`config.mk`:
```
export PLATFORM = sky130hd
export DESIGN_NAME = format_string_integer_formatter_core
export DESIGN_NICKNAME = d
export VERILOG_FILES = /design/src/design/fsif_pkg.sv /design/src/design/fsif_ctrl.sv /design/src/design/fsif_dp.sv /design/src/design/format_string_integer_formatter_core.sv
export SDC_FILE = /design/constraint.sdc
export NUM_CORES = 1
export LEC_CHECK = 0
export BUFFER_PORTS_ARGS = -buffer_cell sky130_fd_sc_hd__buf_2
export CORE_UTILIZATION = 51
export CTS_BUF_LIST = sky130_fd_sc_hd__clkbuf_4 sky130_fd_sc_hd__clkbuf_8
export CTS_CLUSTER_SIZE = 16
export DETAILED_ROUTE_END_ITERATION = 8
export PLACE_DENSITY = 0.69
export SLEW_MARGIN = 20
export SYNTH_ARGS = -nofsm -noshare
export SYNTH_HDL_FRONTEND = slang
export SYNTH_SLANG_ARGS = --single-unit
```
`constraint.sdc`:
```
create_clock -name clk_i -period 7.6 [get_ports clk_i]
set_clock_uncertainty 0.05 [all_clocks]
set_input_delay 0.38 -clock clk_i [delete_from_list [all_inputs] [get_ports clk_i]]
set_output_delay 0.38 -clock clk_i [all_outputs]
set_load 0.02 [all_outputs]
```
`src/design/fsif_pkg.sv`:
```
// Shared types, character codes and a lookup function for the integer formatter.
// Used by the controller, the datapath and the top level.
package fsif_pkg;

  localparam int unsigned COUNT_BITS_DEF = 16;
  localparam int unsigned NUM_DIGITS     = 20;
  localparam int unsigned DIGIT_IDX_W    = 5;
  localparam int unsigned ARG_W          = 64;
  localparam int unsigned CFG_IDX_W      = 1;

  localparam logic [CFG_IDX_W-1:0] CFG_LONG_IS_64 = 1'd0;
  localparam logic [CFG_IDX_W-1:0] CFG_SIZE_IS_64 = 1'd1;

  localparam logic [7:0] CH_NUL  = 8'h00;
  localparam logic [7:0] CH_PCT  = "%";
  localparam logic [7:0] CH_MIN  = "-";
  localparam logic [7:0] CH_ZERO = "0";
  localparam logic [7:0] CH_X    = "x";
  localparam logic [7:0] CH_BIGX = "X";
  localparam logic [7:0] CH_LOWL = "l";
  localparam logic [7:0] CH_BIGL = "L";
  localparam logic [7:0] CH_H    = "h";
  localparam logic [7:0] CH_Z    = "z";
  localparam logic [7:0] CH_D    = "d";
  localparam logic [7:0] CH_I    = "i";
  localparam logic [7:0] CH_U    = "u";
  localparam logic [7:0] CH_P    = "p";
  localparam logic [7:0] CH_C    = "c";

  typedef struct packed {
    logic [7:0]       format_char;
    logic [ARG_W-1:0] argument;
  } in_beat_t;

  typedef struct packed {
    logic [7:0]  out_char;
    logic        last;
    logic        string_done;
    logic [15:0] written_count;
  } out_beat_t;

  typedef enum logic [2:0] {
    PH_NORMAL = 3'd0,
    PH_PCT    = 3'd1,
    PH_GOT_L  = 3'd2,
    PH_GOT_H  = 3'd3,
    PH_CONV   = 3'd4
  } phase_e;

  typedef enum logic [2:0] {
    MOD_NONE = 3'd0,
    MOD_L    = 3'd1,
    MOD_LL   = 3'd2,
    MOD_H    = 3'd3,
    MOD_HH   = 3'd4,
    MOD_BIGL = 3'd5,
    MOD_Z    = 3'd6
  } modifier_e;

  typedef enum logic [1:0] {
    W8  = 2'd0,
    W16 = 2'd1,
    W32 = 2'd2,
    W64 = 2'd3
  } width_e;

  typedef enum logic [2:0] {
    EM_ECHO    = 3'd0,
    EM_LOWBYTE = 3'd1,
    EM_PCT     = 3'd2,
    EM_MINUS   = 3'd3,
    EM_ZERO    = 3'd4,
    EM_X       = 3'd5,
    EM_DIGIT   = 3'd6,
    EM_TERM    = 3'd7
  } emit_sel_e;

  typedef struct packed {
    logic      load;
    logic      conv_load;
    logic      conv_signed;
    logic      conv_hex;
    width_e    conv_width;
    logic      dab_step;
    logic      dig_skip;
    logic      emit;
    emit_sel_e emit_sel;
    logic      emit_last;
  } ctl_cmd_t;

  typedef struct packed {
    logic [7:0] format_char;
    logic       conv_done;
    logic       neg;
    logic       skip;
    logic       last_digit;
    logic       out_free;
  } dp_status_t;

  function automatic logic [7:0] hex_char(input logic [3:0] d);
    logic [7:0] c;
    case (d)
      4'h0: c = "0";
      4'h1: c = "1";
      4'h2: c = "2";
      4'h3: c = "3";
      4'h4: c = "4";
      4'h5: c = "5";
      4'h6: c = "6";
      4'h7: c = "7";
      4'h8: c = "8";
      4'h9: c = "9";
      4'ha: c = "a";
      4'hb: c = "b";
      4'hc: c = "c";
      4'hd: c = "d";
      4'he: c = "e";
      default: c = "f";
    endcase
    return c;
  endfunction

endpackage

```
`src/design/fsif_ctrl.sv`:
```
// Controller: parse state, conversion sequencing and result ordering.
// Depends on fsif_pkg; drives the datapath through ctl_cmd_t.
module fsif_ctrl import fsif_pkg::*; (
  input  logic                 clk_i,
  input  logic                 rst_ni,
  input  logic                 in_valid_i,
  output logic                 in_stall_o,
  input  logic                 cfg_we_i,
  input  logic [CFG_IDX_W-1:0] cfg_index_i,
  input  logic                 cfg_data_i,
  input  dp_status_t           status_i,
  output ctl_cmd_t             cmd_o
);

  typedef enum logic [6:0] {
    S_IDLE   = 7'b0000001,
    S_DECODE = 7'b0000010,
    S_CONV   = 7'b0000100,
    S_MINUS  = 7'b0001000,
    S_P0     = 7'b0010000,
    S_P1     = 7'b0100000,
    S_DIGITS = 7'b1000000
  } state_e;

  state_e    state_q, state_d;
  phase_e    phase_q, phase_d;
  modifier_e mod_q, mod_d;
  logic      ptr_q, ptr_d;
  logic      long64_q, size64_q;

  always_ff @(posedge clk_i or negedge rst_ni) begin
    if (!rst_ni) begin
      long64_q <= 1'b0;
      size64_q <= 1'b0;
    end else if (cfg_we_i) begin
      if (cfg_index_i == CFG_LONG_IS_64) long64_q <= cfg_data_i;
      if (cfg_index_i == CFG_SIZE_IS_64) size64_q <= cfg_data_i;
    end
  end

  always_ff @(posedge clk_i or negedge rst_ni) begin
    if (!rst_ni) begin
      state_q <= S_IDLE;
      phase_q <= PH_NORMAL;
      mod_q   <= MOD_NONE;
      ptr_q   <= 1'b0;
    end else begin
      state_q <= state_d;
      phase_q <= phase_d;
      mod_q   <= mod_d;
      ptr_q   <= ptr_d;
    end
  end

  assign in_stall_o = (state_q != S_IDLE);

  logic [7:0] ch;
  logic       is_conv;
  modifier_e  conv_mod;

  assign ch = status_i.format_char;

  always_comb begin
    is_conv  = 1'b0;
    conv_mod = MOD_NONE;
    case (phase_q)
      PH_PCT: begin
        is_conv = (ch != CH_LOWL) && (ch != CH_H) && (ch != CH_BIGL) && (ch != CH_Z);
      end
      PH_GOT_L: begin
        is_conv  = (ch != CH_LOWL);
        conv_mod = MOD_L;
      end
      PH_GOT_H: begin
        is_conv  = (ch != CH_H);
        conv_mod = MOD_H;
      end
      PH_CONV: begin
        is_conv  = 1'b1;
        conv_mod = mod_q;
      end
      default: ;
    endcase
  end

  always_comb begin
    state_d = state_q;
    phase_d = phase_q;
    mod_d   = mod_q;
    ptr_d   = ptr_q;
    cmd_o   = '0;
    cmd_o.conv_width = W32;
    cmd_o.emit_sel   = EM_ECHO;
    case (state_q)
      S_IDLE: begin
        if (in_valid_i) begin
          cmd_o.load = 1'b1;
          state_d    = S_DECODE;
        end
      end
      S_DECODE: begin
        if (ch == CH_NUL) begin
          if (status_i.out_free) begin
            cmd_o.emit      = 1'b1;
            cmd_o.emit_sel  = EM_TERM;
            cmd_o.emit_last = 1'b1;
            phase_d = PH_NORMAL;
            mod_d   = MOD_NONE;
            state_d = S_IDLE;
          end
        end else if (phase_q == PH_NORMAL) begin
          if (ch == CH_PCT) begin
            phase_d = PH_PCT;
            state_d = S_IDLE;
          end else if (status_i.out_free) begin
            cmd_o.emit      = 1'b1;
            cmd_o.emit_sel  = EM_ECHO;
            cmd_o.emit_last = 1'b1;
            state_d = S_IDLE;
          end
        end else if (!is_conv) begin
          // modifier byte: advance parse phase only
          state_d = S_IDLE;
          case (phase_q)
            PH_PCT: begin
              mod_d = MOD_NONE;
              if (ch == CH_LOWL) phase_d = PH_GOT_L;
              else if (ch == CH_H) phase_d = PH_GOT_H;
              else if (ch == CH_BIGL) begin
                mod_d   = MOD_BIGL;
                phase_d = PH_CONV;
              end else begin
                mod_d   = MOD_Z;
                phase_d = PH_CONV;
              end
            end
            PH_GOT_L: begin
              mod_d   = MOD_LL;
              phase_d = PH_CONV;
            end
            default: begin
              mod_d   = MOD_HH;
              phase_d = PH_CONV;
            end
          endcase
        end else begin
          case (ch)
            CH_D, CH_I, CH_U, CH_X, CH_BIGX, CH_P: begin
              cmd_o.conv_load   = 1'b1;
              cmd_o.conv_signed = (ch == CH_D) || (ch == CH_I);
              cmd_o.conv_hex    = (ch == CH_X) || (ch == CH_BIGX) || (ch == CH_P);
              if (conv_mod == MOD_LL) cmd_o.conv_width = W64;
              else if (conv_mod == MOD_L) cmd_o.conv_width = long64_q ? W64 : W32;
              else if (ch == CH_U && conv_mod == MOD_Z) begin
                cmd_o.conv_width = size64_q ? W64 : W32;
              end else if (ch != CH_U && conv_mod == MOD_HH) cmd_o.conv_width = W8;
              else if (ch != CH_U && conv_mod == MOD_H) cmd_o.conv_width = W16;
              else cmd_o.conv_width = W32;
              if (cmd_o.conv_hex) cmd_o.conv_width = W32;
              ptr_d   = (ch == CH_P);
              phase_d = PH_NORMAL;
              mod_d   = MOD_NONE;
              state_d = S_CONV;
            end
            CH_C, CH_PCT: begin
              if (status_i.out_free) begin
                cmd_o.emit      = 1'b1;
                cmd_o.emit_sel  = (ch == CH_C) ? EM_LOWBYTE : EM_PCT;
                cmd_o.emit_last = 1'b1;
                phase_d = PH_NORMAL;
                mod_d   = MOD_NONE;
                state_d = S_IDLE;
              end
            end
            default: begin
              // unsupported letter: consume silently
              phase_d = PH_NORMAL;
              mod_d   = MOD_NONE;
              state_d = S_IDLE;
            end
          endcase
        end
      end
      S_CONV: begin
        if (!status_i.conv_done) cmd_o.dab_step = 1'b1;
        else if (status_i.neg) state_d = S_MINUS;
        else if (ptr_q) state_d = S_P0;
        else state_d = S_DIGITS;
      end
      S_MINUS: begin
        if (status_i.out_free) begin
          cmd_o.emit     = 1'b1;
          cmd_o.emit_sel = EM_MINUS;
          state_d        = S_DIGITS;
        end
      end
      S_P0: begin
        if (status_i.out_free) begin
          cmd_o.emit     = 1'b1;
          cmd_o.emit_sel = EM_ZERO;
          state_d        = S_P1;
        end
      end
      S_P1: begin
        if (status_i.out_free) begin
          cmd_o.emit     = 1'b1;
          cmd_o.emit_sel = EM_X;
          state_d        = S_DIGITS;
        end
      end
      S_DIGITS: begin
        if (status_i.skip) cmd_o.dig_skip = 1'b1;
        else if (status_i.out_free) begin
          cmd_o.emit      = 1'b1;
          cmd_o.emit_sel  = EM_DIGIT;
          cmd_o.emit_last = status_i.last_digit;
          if (status_i.last_digit) state_d = S_IDLE;
        end
      end
      default: state_d = S_IDLE;
    endcase
  end

  assert property (@(posedge clk_i) disable iff (!rst_ni) cmd_o.emit |-> status_i.out_free)
    else $error("result issued while output register is occupied");
  assert property (@(posedge clk_i) disable iff (!rst_ni) $onehot(state_q))
    else $error("controller state not one-hot");
  assert property (@(posedge clk_i) disable iff (!rst_ni) cmd_o.load |=> state_q == S_DECODE)
    else $error("accepted beat not decoded next cycle");
  assert property (@(posedge clk_i) disable iff (!rst_ni)
      cmd_o.dab_step |-> (state_q == S_CONV) && !status_i.conv_done)
    else $error("conversion step outside conversion");

endmodule

```
`src/design/fsif_dp.sv`:
```
// Datapath: input latch, magnitude prep, shift-add decimal conversion, digit
// store, byte counter and output register. Depends on fsif_pkg.
module fsif_dp import fsif_pkg::*; #(
  parameter int unsigned COUNT_BITS = COUNT_BITS_DEF
) (
  input  logic       clk_i,
  input  logic       rst_ni,
  input  in_beat_t   in_data_i,
  output logic       out_valid_o,
  input  logic       out_stall_i,
  output out_beat_t  out_data_o,
  input  ctl_cmd_t   cmd_i,
  output dp_status_t status_o
);

  localparam int unsigned ExtW = (COUNT_BITS > 16) ? COUNT_BITS : 16;
  localparam int unsigned StepW = $clog2(ARG_W);

  logic [7:0]             char_q;
  logic [ARG_W-1:0]       arg_q;
  logic [ARG_W-1:0]       val_q, val_d;
  logic                   neg_q;
  logic                   done_q;
  logic [StepW-1:0]       step_q;
  logic [3:0]             dig_q [NUM_DIGITS];
  logic [3:0]             dig_d [NUM_DIGITS];
  logic [3:0]             adj   [NUM_DIGITS];
  logic [DIGIT_IDX_W-1:0] rem_q;
  logic [DIGIT_IDX_W-1:0] idx;
  logic                   started_q;
  logic [COUNT_BITS-1:0]  count_q, count_d;
  logic                   out_valid_q;
  out_beat_t              out_q;

  // sign-extend per width and take the magnitude
  logic [ARG_W-1:0] sext;
  logic             sign;
  always_comb begin
    case (cmd_i.conv_width)
      W8:      sext = {{(ARG_W-8){arg_q[7]}}, arg_q[7:0]};
      W16:     sext = {{(ARG_W-16){arg_q[15]}}, arg_q[15:0]};
      W32:     sext = {{(ARG_W-32){arg_q[31]}}, arg_q[31:0]};
      default: sext = arg_q;
    endcase
    sign = cmd_i.conv_signed && sext[ARG_W-1];
    if (sign) val_d = '0 - sext;
    else begin
      case (cmd_i.conv_width)
        W8:      val_d = {{(ARG_W-8){1'b0}}, arg_q[7:0]};
        W16:     val_d = {{(ARG_W-16){1'b0}}, arg_q[15:0]};
        W32:     val_d = {{(ARG_W-32){1'b0}}, arg_q[31:0]};
        default: val_d = arg_q;
      endcase
    end
  end

  // one shift-add-3 step over all digit lanes
  always_comb begin
    for (int i = 0; i < NUM_DIGITS; i++) begin
      adj[i] = (dig_q[i] >= 4'd5) ? dig_q[i] + 4'd3 : dig_q[i];
    end
    dig_d[0] = {adj[0][2:0], val_q[ARG_W-1]};
    for (int i = 1; i < NUM_DIGITS; i++) begin
      dig_d[i] = {adj[i][2:0], adj[i-1][3]};
    end
  end

  assign idx = rem_q - DIGIT_IDX_W'(1);

  always_ff @(posedge clk_i) begin
    if (cmd_i.load) begin
      char_q <= in_data_i.format_char;
      arg_q  <= in_data_i.argument;
    end
    if (cmd_i.conv_load) begin
      val_q  <= val_d;
      neg_q  <= sign;
      step_q <= '0;
      for (int i = 0; i < NUM_DIGITS; i++) begin
        if (cmd_i.conv_hex && i < 8) dig_q[i] <= val_d[4*i +: 4];
        else dig_q[i] <= 4'd0;
      end
    end else if (cmd_i.dab_step) begin
      val_q  <= val_q << 1;
      step_q <= step_q + StepW'(1);
      for (int i = 0; i < NUM_DIGITS; i++) dig_q[i] <= dig_d[i];
    end
  end

  always_ff @(posedge clk_i or negedge rst_ni) begin
    if (!rst_ni) begin
      done_q    <= 1'b0;
      rem_q     <= '0;
      started_q <= 1'b0;
    end else if (cmd_i.conv_load) begin
      done_q    <= cmd_i.conv_hex;
      rem_q     <= cmd_i.conv_hex ? DIGIT_IDX_W'(8) : DIGIT_IDX_W'(NUM_DIGITS);
      started_q <= 1'b0;
    end else begin
      if (cmd_i.dab_step && step_q == {StepW{1'b1}}) done_q <= 1'b1;
      if (cmd_i.dig_skip) rem_q <= idx;
      if (cmd_i.emit && cmd_i.emit_sel == EM_DIGIT) begin
        rem_q     <= idx;
        started_q <= 1'b1;
      end
    end
  end

  // saturating byte count; terminator shows it and then clears it
  logic [ExtW-1:0] count_ext;
  logic [7:0]      emit_char;
  always_comb begin
    count_d = count_q;
    if (cmd_i.emit && cmd_i.emit_sel != EM_TERM && count_q != {COUNT_BITS{1'b1}}) begin
      count_d = count_q + COUNT_BITS'(1);
    end
    count_ext = ExtW'(count_d);
    case (cmd_i.emit_sel)
      EM_ECHO:    emit_char = char_q;
      EM_LOWBYTE: emit_char = arg_q[7:0];
      EM_PCT:     emit_char = CH_PCT;
      EM_MINUS:   emit_char = CH_MIN;
      EM_ZERO:    emit_char = CH_ZERO;
      EM_X:       emit_char = CH_X;
      EM_DIGIT:   emit_char = hex_char(dig_q[idx]);
      default:    emit_char = CH_NUL;
    endcase
  end

  always_ff @(posedge clk_i or negedge rst_ni) begin
    if (!rst_ni) begin
      count_q     <= '0;
      out_valid_q <= 1'b0;
    end else begin
      if (cmd_i.emit) begin
        out_valid_q <= 1'b1;
        count_q     <= (cmd_i.emit_sel == EM_TERM) ? '0 : count_d;
      end else if (!out_stall_i) begin
        out_valid_q <= 1'b0;
      end
    end
  end

  always_ff @(posedge clk_i) begin
    if (cmd_i.emit) begin
      out_q.out_char      <= emit_char;
      out_q.last          <= cmd_i.emit_last;
      out_q.string_done   <= (cmd_i.emit_sel == EM_TERM);
      out_q.written_count <= (count_ext > ExtW'(16'hFFFF)) ? 16'hFFFF : count_ext[15:0];
    end
  end

  assign out_valid_o = out_valid_q;
  assign out_data_o  = out_q;

  assign status_o.format_char = char_q;
  assign status_o.conv_done   = done_q;
  assign status_o.neg         = neg_q;
  assign status_o.skip        = !started_q && (dig_q[idx] == 4'd0) &&
                                (rem_q != DIGIT_IDX_W'(1));
  assign status_o.last_digit  = (rem_q == DIGIT_IDX_W'(1));
  assign status_o.out_free    = !out_valid_q || !out_stall_i;

endmodule

```
`src/design/format_string_integer_formatter_core.sv`:
```
// Top level of the integer formatter: controller plus datapath.
// Depends on fsif_pkg, fsif_ctrl and fsif_dp.
//
//   channel  direction  handshake               payload
//   in       input      in_valid_i/in_stall_o   in_beat_t  (format_char, argument)
//   out      output     out_valid_o/out_stall_i out_beat_t (out_char, last, ...)
//   cfg      input      cfg_we_i                cfg_index_i, cfg_data_i
//
// One format byte is taken per beat; the next is taken once all its results are issued.
// Plain bytes are echoed directly; hex walks 8 digit slots (each emitted or skipped),
// %p emits a 0x prefix first; decimal first runs 64 shift-add-3 steps and walks 20
// digit slots, after a minus sign for a negative value.
// Reset clears parse state, count and configuration; the digit store is not reset.
// A stalled result holds in the output register and the sequence waits behind it.
module format_string_integer_formatter_core import fsif_pkg::*; #(
  parameter int unsigned COUNT_BITS = COUNT_BITS_DEF
) (
  input  logic                 clk_i,
  input  logic                 rst_ni,
  input  logic                 in_valid_i,
  output logic                 in_stall_o,
  input  in_beat_t             in_data_i,
  output logic                 out_valid_o,
  input  logic                 out_stall_i,
  output out_beat_t            out_data_o,
  input  logic                 cfg_we_i,
  input  logic [CFG_IDX_W-1:0] cfg_index_i,
  input  logic                 cfg_data_i
);

  ctl_cmd_t   cmd;
  dp_status_t status;

  fsif_ctrl u_ctrl (
    .clk_i       (clk_i),
    .rst_ni      (rst_ni),
    .in_valid_i  (in_valid_i),
    .in_stall_o  (in_stall_o),
    .cfg_we_i    (cfg_we_i),
    .cfg_index_i (cfg_index_i),
    .cfg_data_i  (cfg_data_i),
    .status_i    (status),
    .cmd_o       (cmd)
  );

  fsif_dp #(
    .COUNT_BITS (COUNT_BITS)
  ) u_dp (
    .clk_i       (clk_i),
    .rst_ni      (rst_ni),
    .in_data_i   (in_data_i),
    .out_valid_o (out_valid_o),
    .out_stall_i (out_stall_i),
    .out_data_o  (out_data_o),
    .cmd_i       (cmd),
    .status_o    (status)
  );

endmodule
```
==> flow_summary.ini <==
[clock_tree]
cts_tree = done
cts_buffers = 49
root_buffer = clkbuf_8
clockBufferDepth = 3
clk_latency_ns = 0.60
post_cts_buffers = 0
clock-sinks = 289
htree_levels = 2
cts.clk_slew.worst_paths_ns = 0.06

[worst_setup_path]
critPathRequiredTime_ns = 8.08
timing.reg2reg.setup_slack_ns = 2.30
cp-start-kind = flip-flop
crit_path_cell_trace = inv_1, ha_1, mux4_2, mux2_2, o211ai_1, o21ai_0, inv_1, ha_1, nor3b_1, a21boi_2, o31a_2, and2_1, and2b_1, nand3_1, xnor2_1, nor2b_1
worst-path-max-fanout = 29
crit_family = simple AND/OR/NAND/NOR gates
cp.arrival_ns = 5.78
cp-end-kind = flip-flop
critPathKind = flip-flop to flip-flop
slowest_delay_ns = 0.87
cp_slowest_cell = ha_1
critical_path_buf_inv_count = 2

[placement]
gp_routability_congestion = 0.945
pre_cts_ws_ns = 2.33
port_buffers = 106
hpwl_mm = 28.6

[floorplan]
core_area_um2 = 32700
io_pins = 107
start_util_pct = 52.0
dieArea_um2 = 34100
fp.dieH_um = 185
rows = 66
die-width_um = 185

[run_status]
status = finished clean

[logic_synthesis]
postSynthAreaPerCell_um2 = 10.1
synth_simple_gate_area_share_pct = 18.0
yosys-top-cells-count = edfxtp_1 (243), nand2_1 (206), nor2_1 (168), a21oi_1 (162), o21ai_0 (111)
synthXorXnorAreaFrac_pct = 6.07
synth_cell_types = 100
post-synth-top-area-cell = edfxtp_1
yosysMostFrequentCell = edfxtp_1
yosysTopAreaCellShare_pct = 42.9
synth_seq_cells = 289
syn_nets = 1806
ys_seq_area_share_pct = 49.5
muxShareOfSynthArea_pct = 4.41
synth_ff_type = edfxtp_1
synth_edf_count = 243
ys.warnings.count = 0
yosys-top-cells-area = edfxtp_1 (43%), dfrtp_1 (5.7%), a21oi_1 (4.8%), nand2_1 (4.5%), nor2_1 (3.7%)
netlist_instances = 1679
synth_compound_area_share_pct = 15.1
netlist_area_um2 = 17000
synth-adder-area-share_pct = 3.53
synth_top_family_by_area = simple AND/OR/NAND/NOR gates
synth-async-reset-ratio_pct = 13.8

[global_routing]
grtUsageTotal_pct = 25.2
grt_pass1_wl_mm = 68.1
grt_overflow_total = 0
grt_max_degree = 74
met3_usage_pct = 3.89
busiest_layer = met2
antenna_found_initial = 0
first_global_vias = 13300
grt_util_met2_pct = 41.3
use_met1_pct = 33.3

[final_layout]
diodes = 0
drive_above_1_share_pct = 14.7
syn_to_final_growth_pct = 15.4
fin_nets = 1979

[pwr]
power_density_nw_per_um2 = 232
p_leak_nw = 7.41
vdd_drop_max_mv = 0.185

[sta]
clock.fmax_mhz = 189
tns_ns = 0
fin_crit_ns = 5.30
worst_slew_pin_slew_ns = 1.04
final-max-slew-violation-count = 0
setup_viol = 0
relSlewSlack_pct = 30.2
rsz0062_at_grt = no
hold_viol = 0
fin_crit_sh_pct = 69.7
worst_slack_ns = 2.30

[detailed_routing]
totalWireLength_mm = 42.3
post_drt_via_cell_ratio = 5.85
first_iter_violations = 1161
drc = 0
drtAntennaViolNets = 0
drt_pass1_iterations = 6
vias = 13600
wl_per_cell_um = 18.2

[flow_run]
drv_cap = 0

[worst_hold_path]
min_path_type = primary input to flip-flop
-- cell families after synthesis --
logic type,Yosys count
fa+ha+maj,48
simple gates,618
compound gates,422
xor+xnor,118
mux,49
flops,289
buf+inv,135
-- flip-flops by register name, summed over array words and instances, names as in the netlist --
name / flops
u_dp.char_q: 8
u_ctrl.mod_q: 3
u_dp.count_q: 16
u_dp.out_valid_o: 1
u_ctrl.ptr_q: 1
u_ctrl.state_q: 7
u_dp.rem_q: 5
u_dp.done_q: 1
u_ctrl.phase_q: 3
u_ctrl.size64_q: 1
u_dp.step_q: 6
u_ctrl.long64_q: 1
u_dp.started_q: 1
u_dp.out_data_o: 26
u_dp.arg_q: 64
u_dp.dig_q: 80
u_dp.neg_q: 1
u_dp.val_q: 64
-- per-stage QoR --
step | util, % | power [W] | instances | hold slack [ns] | cell area (um^2)
2_1_floorplan | - | 0.00283 | 1679 | 0.0344 | 17000
3_3_place_gp | 54.8 | 0.00310 | 2169 | 0.406 | 17900
3_5_place_dp | 54.8 | 0.00312 | 2169 | 0.422 | 17900
4_1_cts | 60.0 | 0.00458 | 2330 | 0.0686 | 19600
5_1_grt | 60.1 | 0.00477 | 2330 | 0.0982 | 19600
6_report | 60.1 | 0.00457 | 2330 | 0.0892 | 19600
-- what timing repair did --
item / 4_1_cts / 5_1_grt
hold endpoints to repair: 113 / 0
endpoints found under the setup margin: 0 / 0
resized for setup: 0 / 0
hold buffers: 74 / 0
-- cell type report --
cell class / count / area, um^2
flip-flops and latches: 289 / 8420
clock buffers: 73 / 873
inverters: 61 / 229
clock inverters: 14 / 109
well taps: 442 / 553
repair buffers: 196 / 1390
fillers: 2766 / 13100
multi-input cells: 1255 / 8060
-- worst register-to-register path: stages, from the launching register on --
cell,delay [ns]
dfrtp_1,0.38
inv_1,0.07
ha_1,0.87
mux4_2,0.61
mux2_2,0.28
o211ai_1,0.20
o21ai_0,0.24
inv_1,0.18
ha_1,0.16
nor3b_1,0.30
a21boi_2,0.15
o31a_2,0.63
and2_1,0.35
and2b_1,0.30
nand3_1,0.15
xnor2_1,0.15
nor2b_1,0.16
-- cells in the final DEF, fill, tap and decap left out, types with 7 or more instances in the layout --
master / instances
nand2_1: 204
a31oi_1: 18
o21ai_0: 111
mux4_2: 20
edfxtp_1: 243
ha_1: 48
nor3_1: 39
dlygate4sd3_1: 74
a21oi_1: 162
o211ai_1: 8
nor2b_1: 10
o22ai_1: 34
o31ai_1: 14
xor2_1: 53
or3_1: 20
clkbuf_4: 21
nand2b_1: 29
mux2i_1: 22
nand4_1: 16
nand3_1: 24
nor2_1: 166
clkbuf_8: 52
xnor2_1: 65
clkinv_1: 7
dfrtp_1: 39
buf_4: 17
or2_2: 7
mux2_2: 7
inv_1: 60
and2_1: 9
nor4_1: 12
buf_2: 105
nor3b_1: 20
o21a_1: 8
-- worst paths after layout --
path                                 from           endpoint  depth (start not counted)
hold / removal                cfg_index_i    u_ctrl.size64_q                          3
setup / recovery            u_dp.rem_q[1]   u_dp.count_q[12]                         16
min in group asynchronous          rst_ni  u_ctrl.state_q[5]                          2
hold reg to reg            u_dp.step_q[1]     u_dp.step_q[1]                          2
max in group asynchronous          rst_ni      u_dp.rem_q[2]                          2
setup reg to reg            u_dp.rem_q[1]   u_dp.count_q[12]                         16
-- power breakdown --
group          total, W  internal (W)  leakage (nW)  switching (W)
logic           0.00102      0.000398          4.13       0.000620
clock network   0.00143      0.000771         0.527       0.000654
registers       0.00212       0.00193          2.75       0.000188
total           0.00457       0.00310          7.41        0.00146
-- routing by layer --
metal,vias to the layer above,wire [um]
met2,496,19900
met4,0,1510
met1,6519,18300
met5,-,0
li1,6510,-
met3,117,2620
Note: power is estimated with default switching activity, not from simulation.
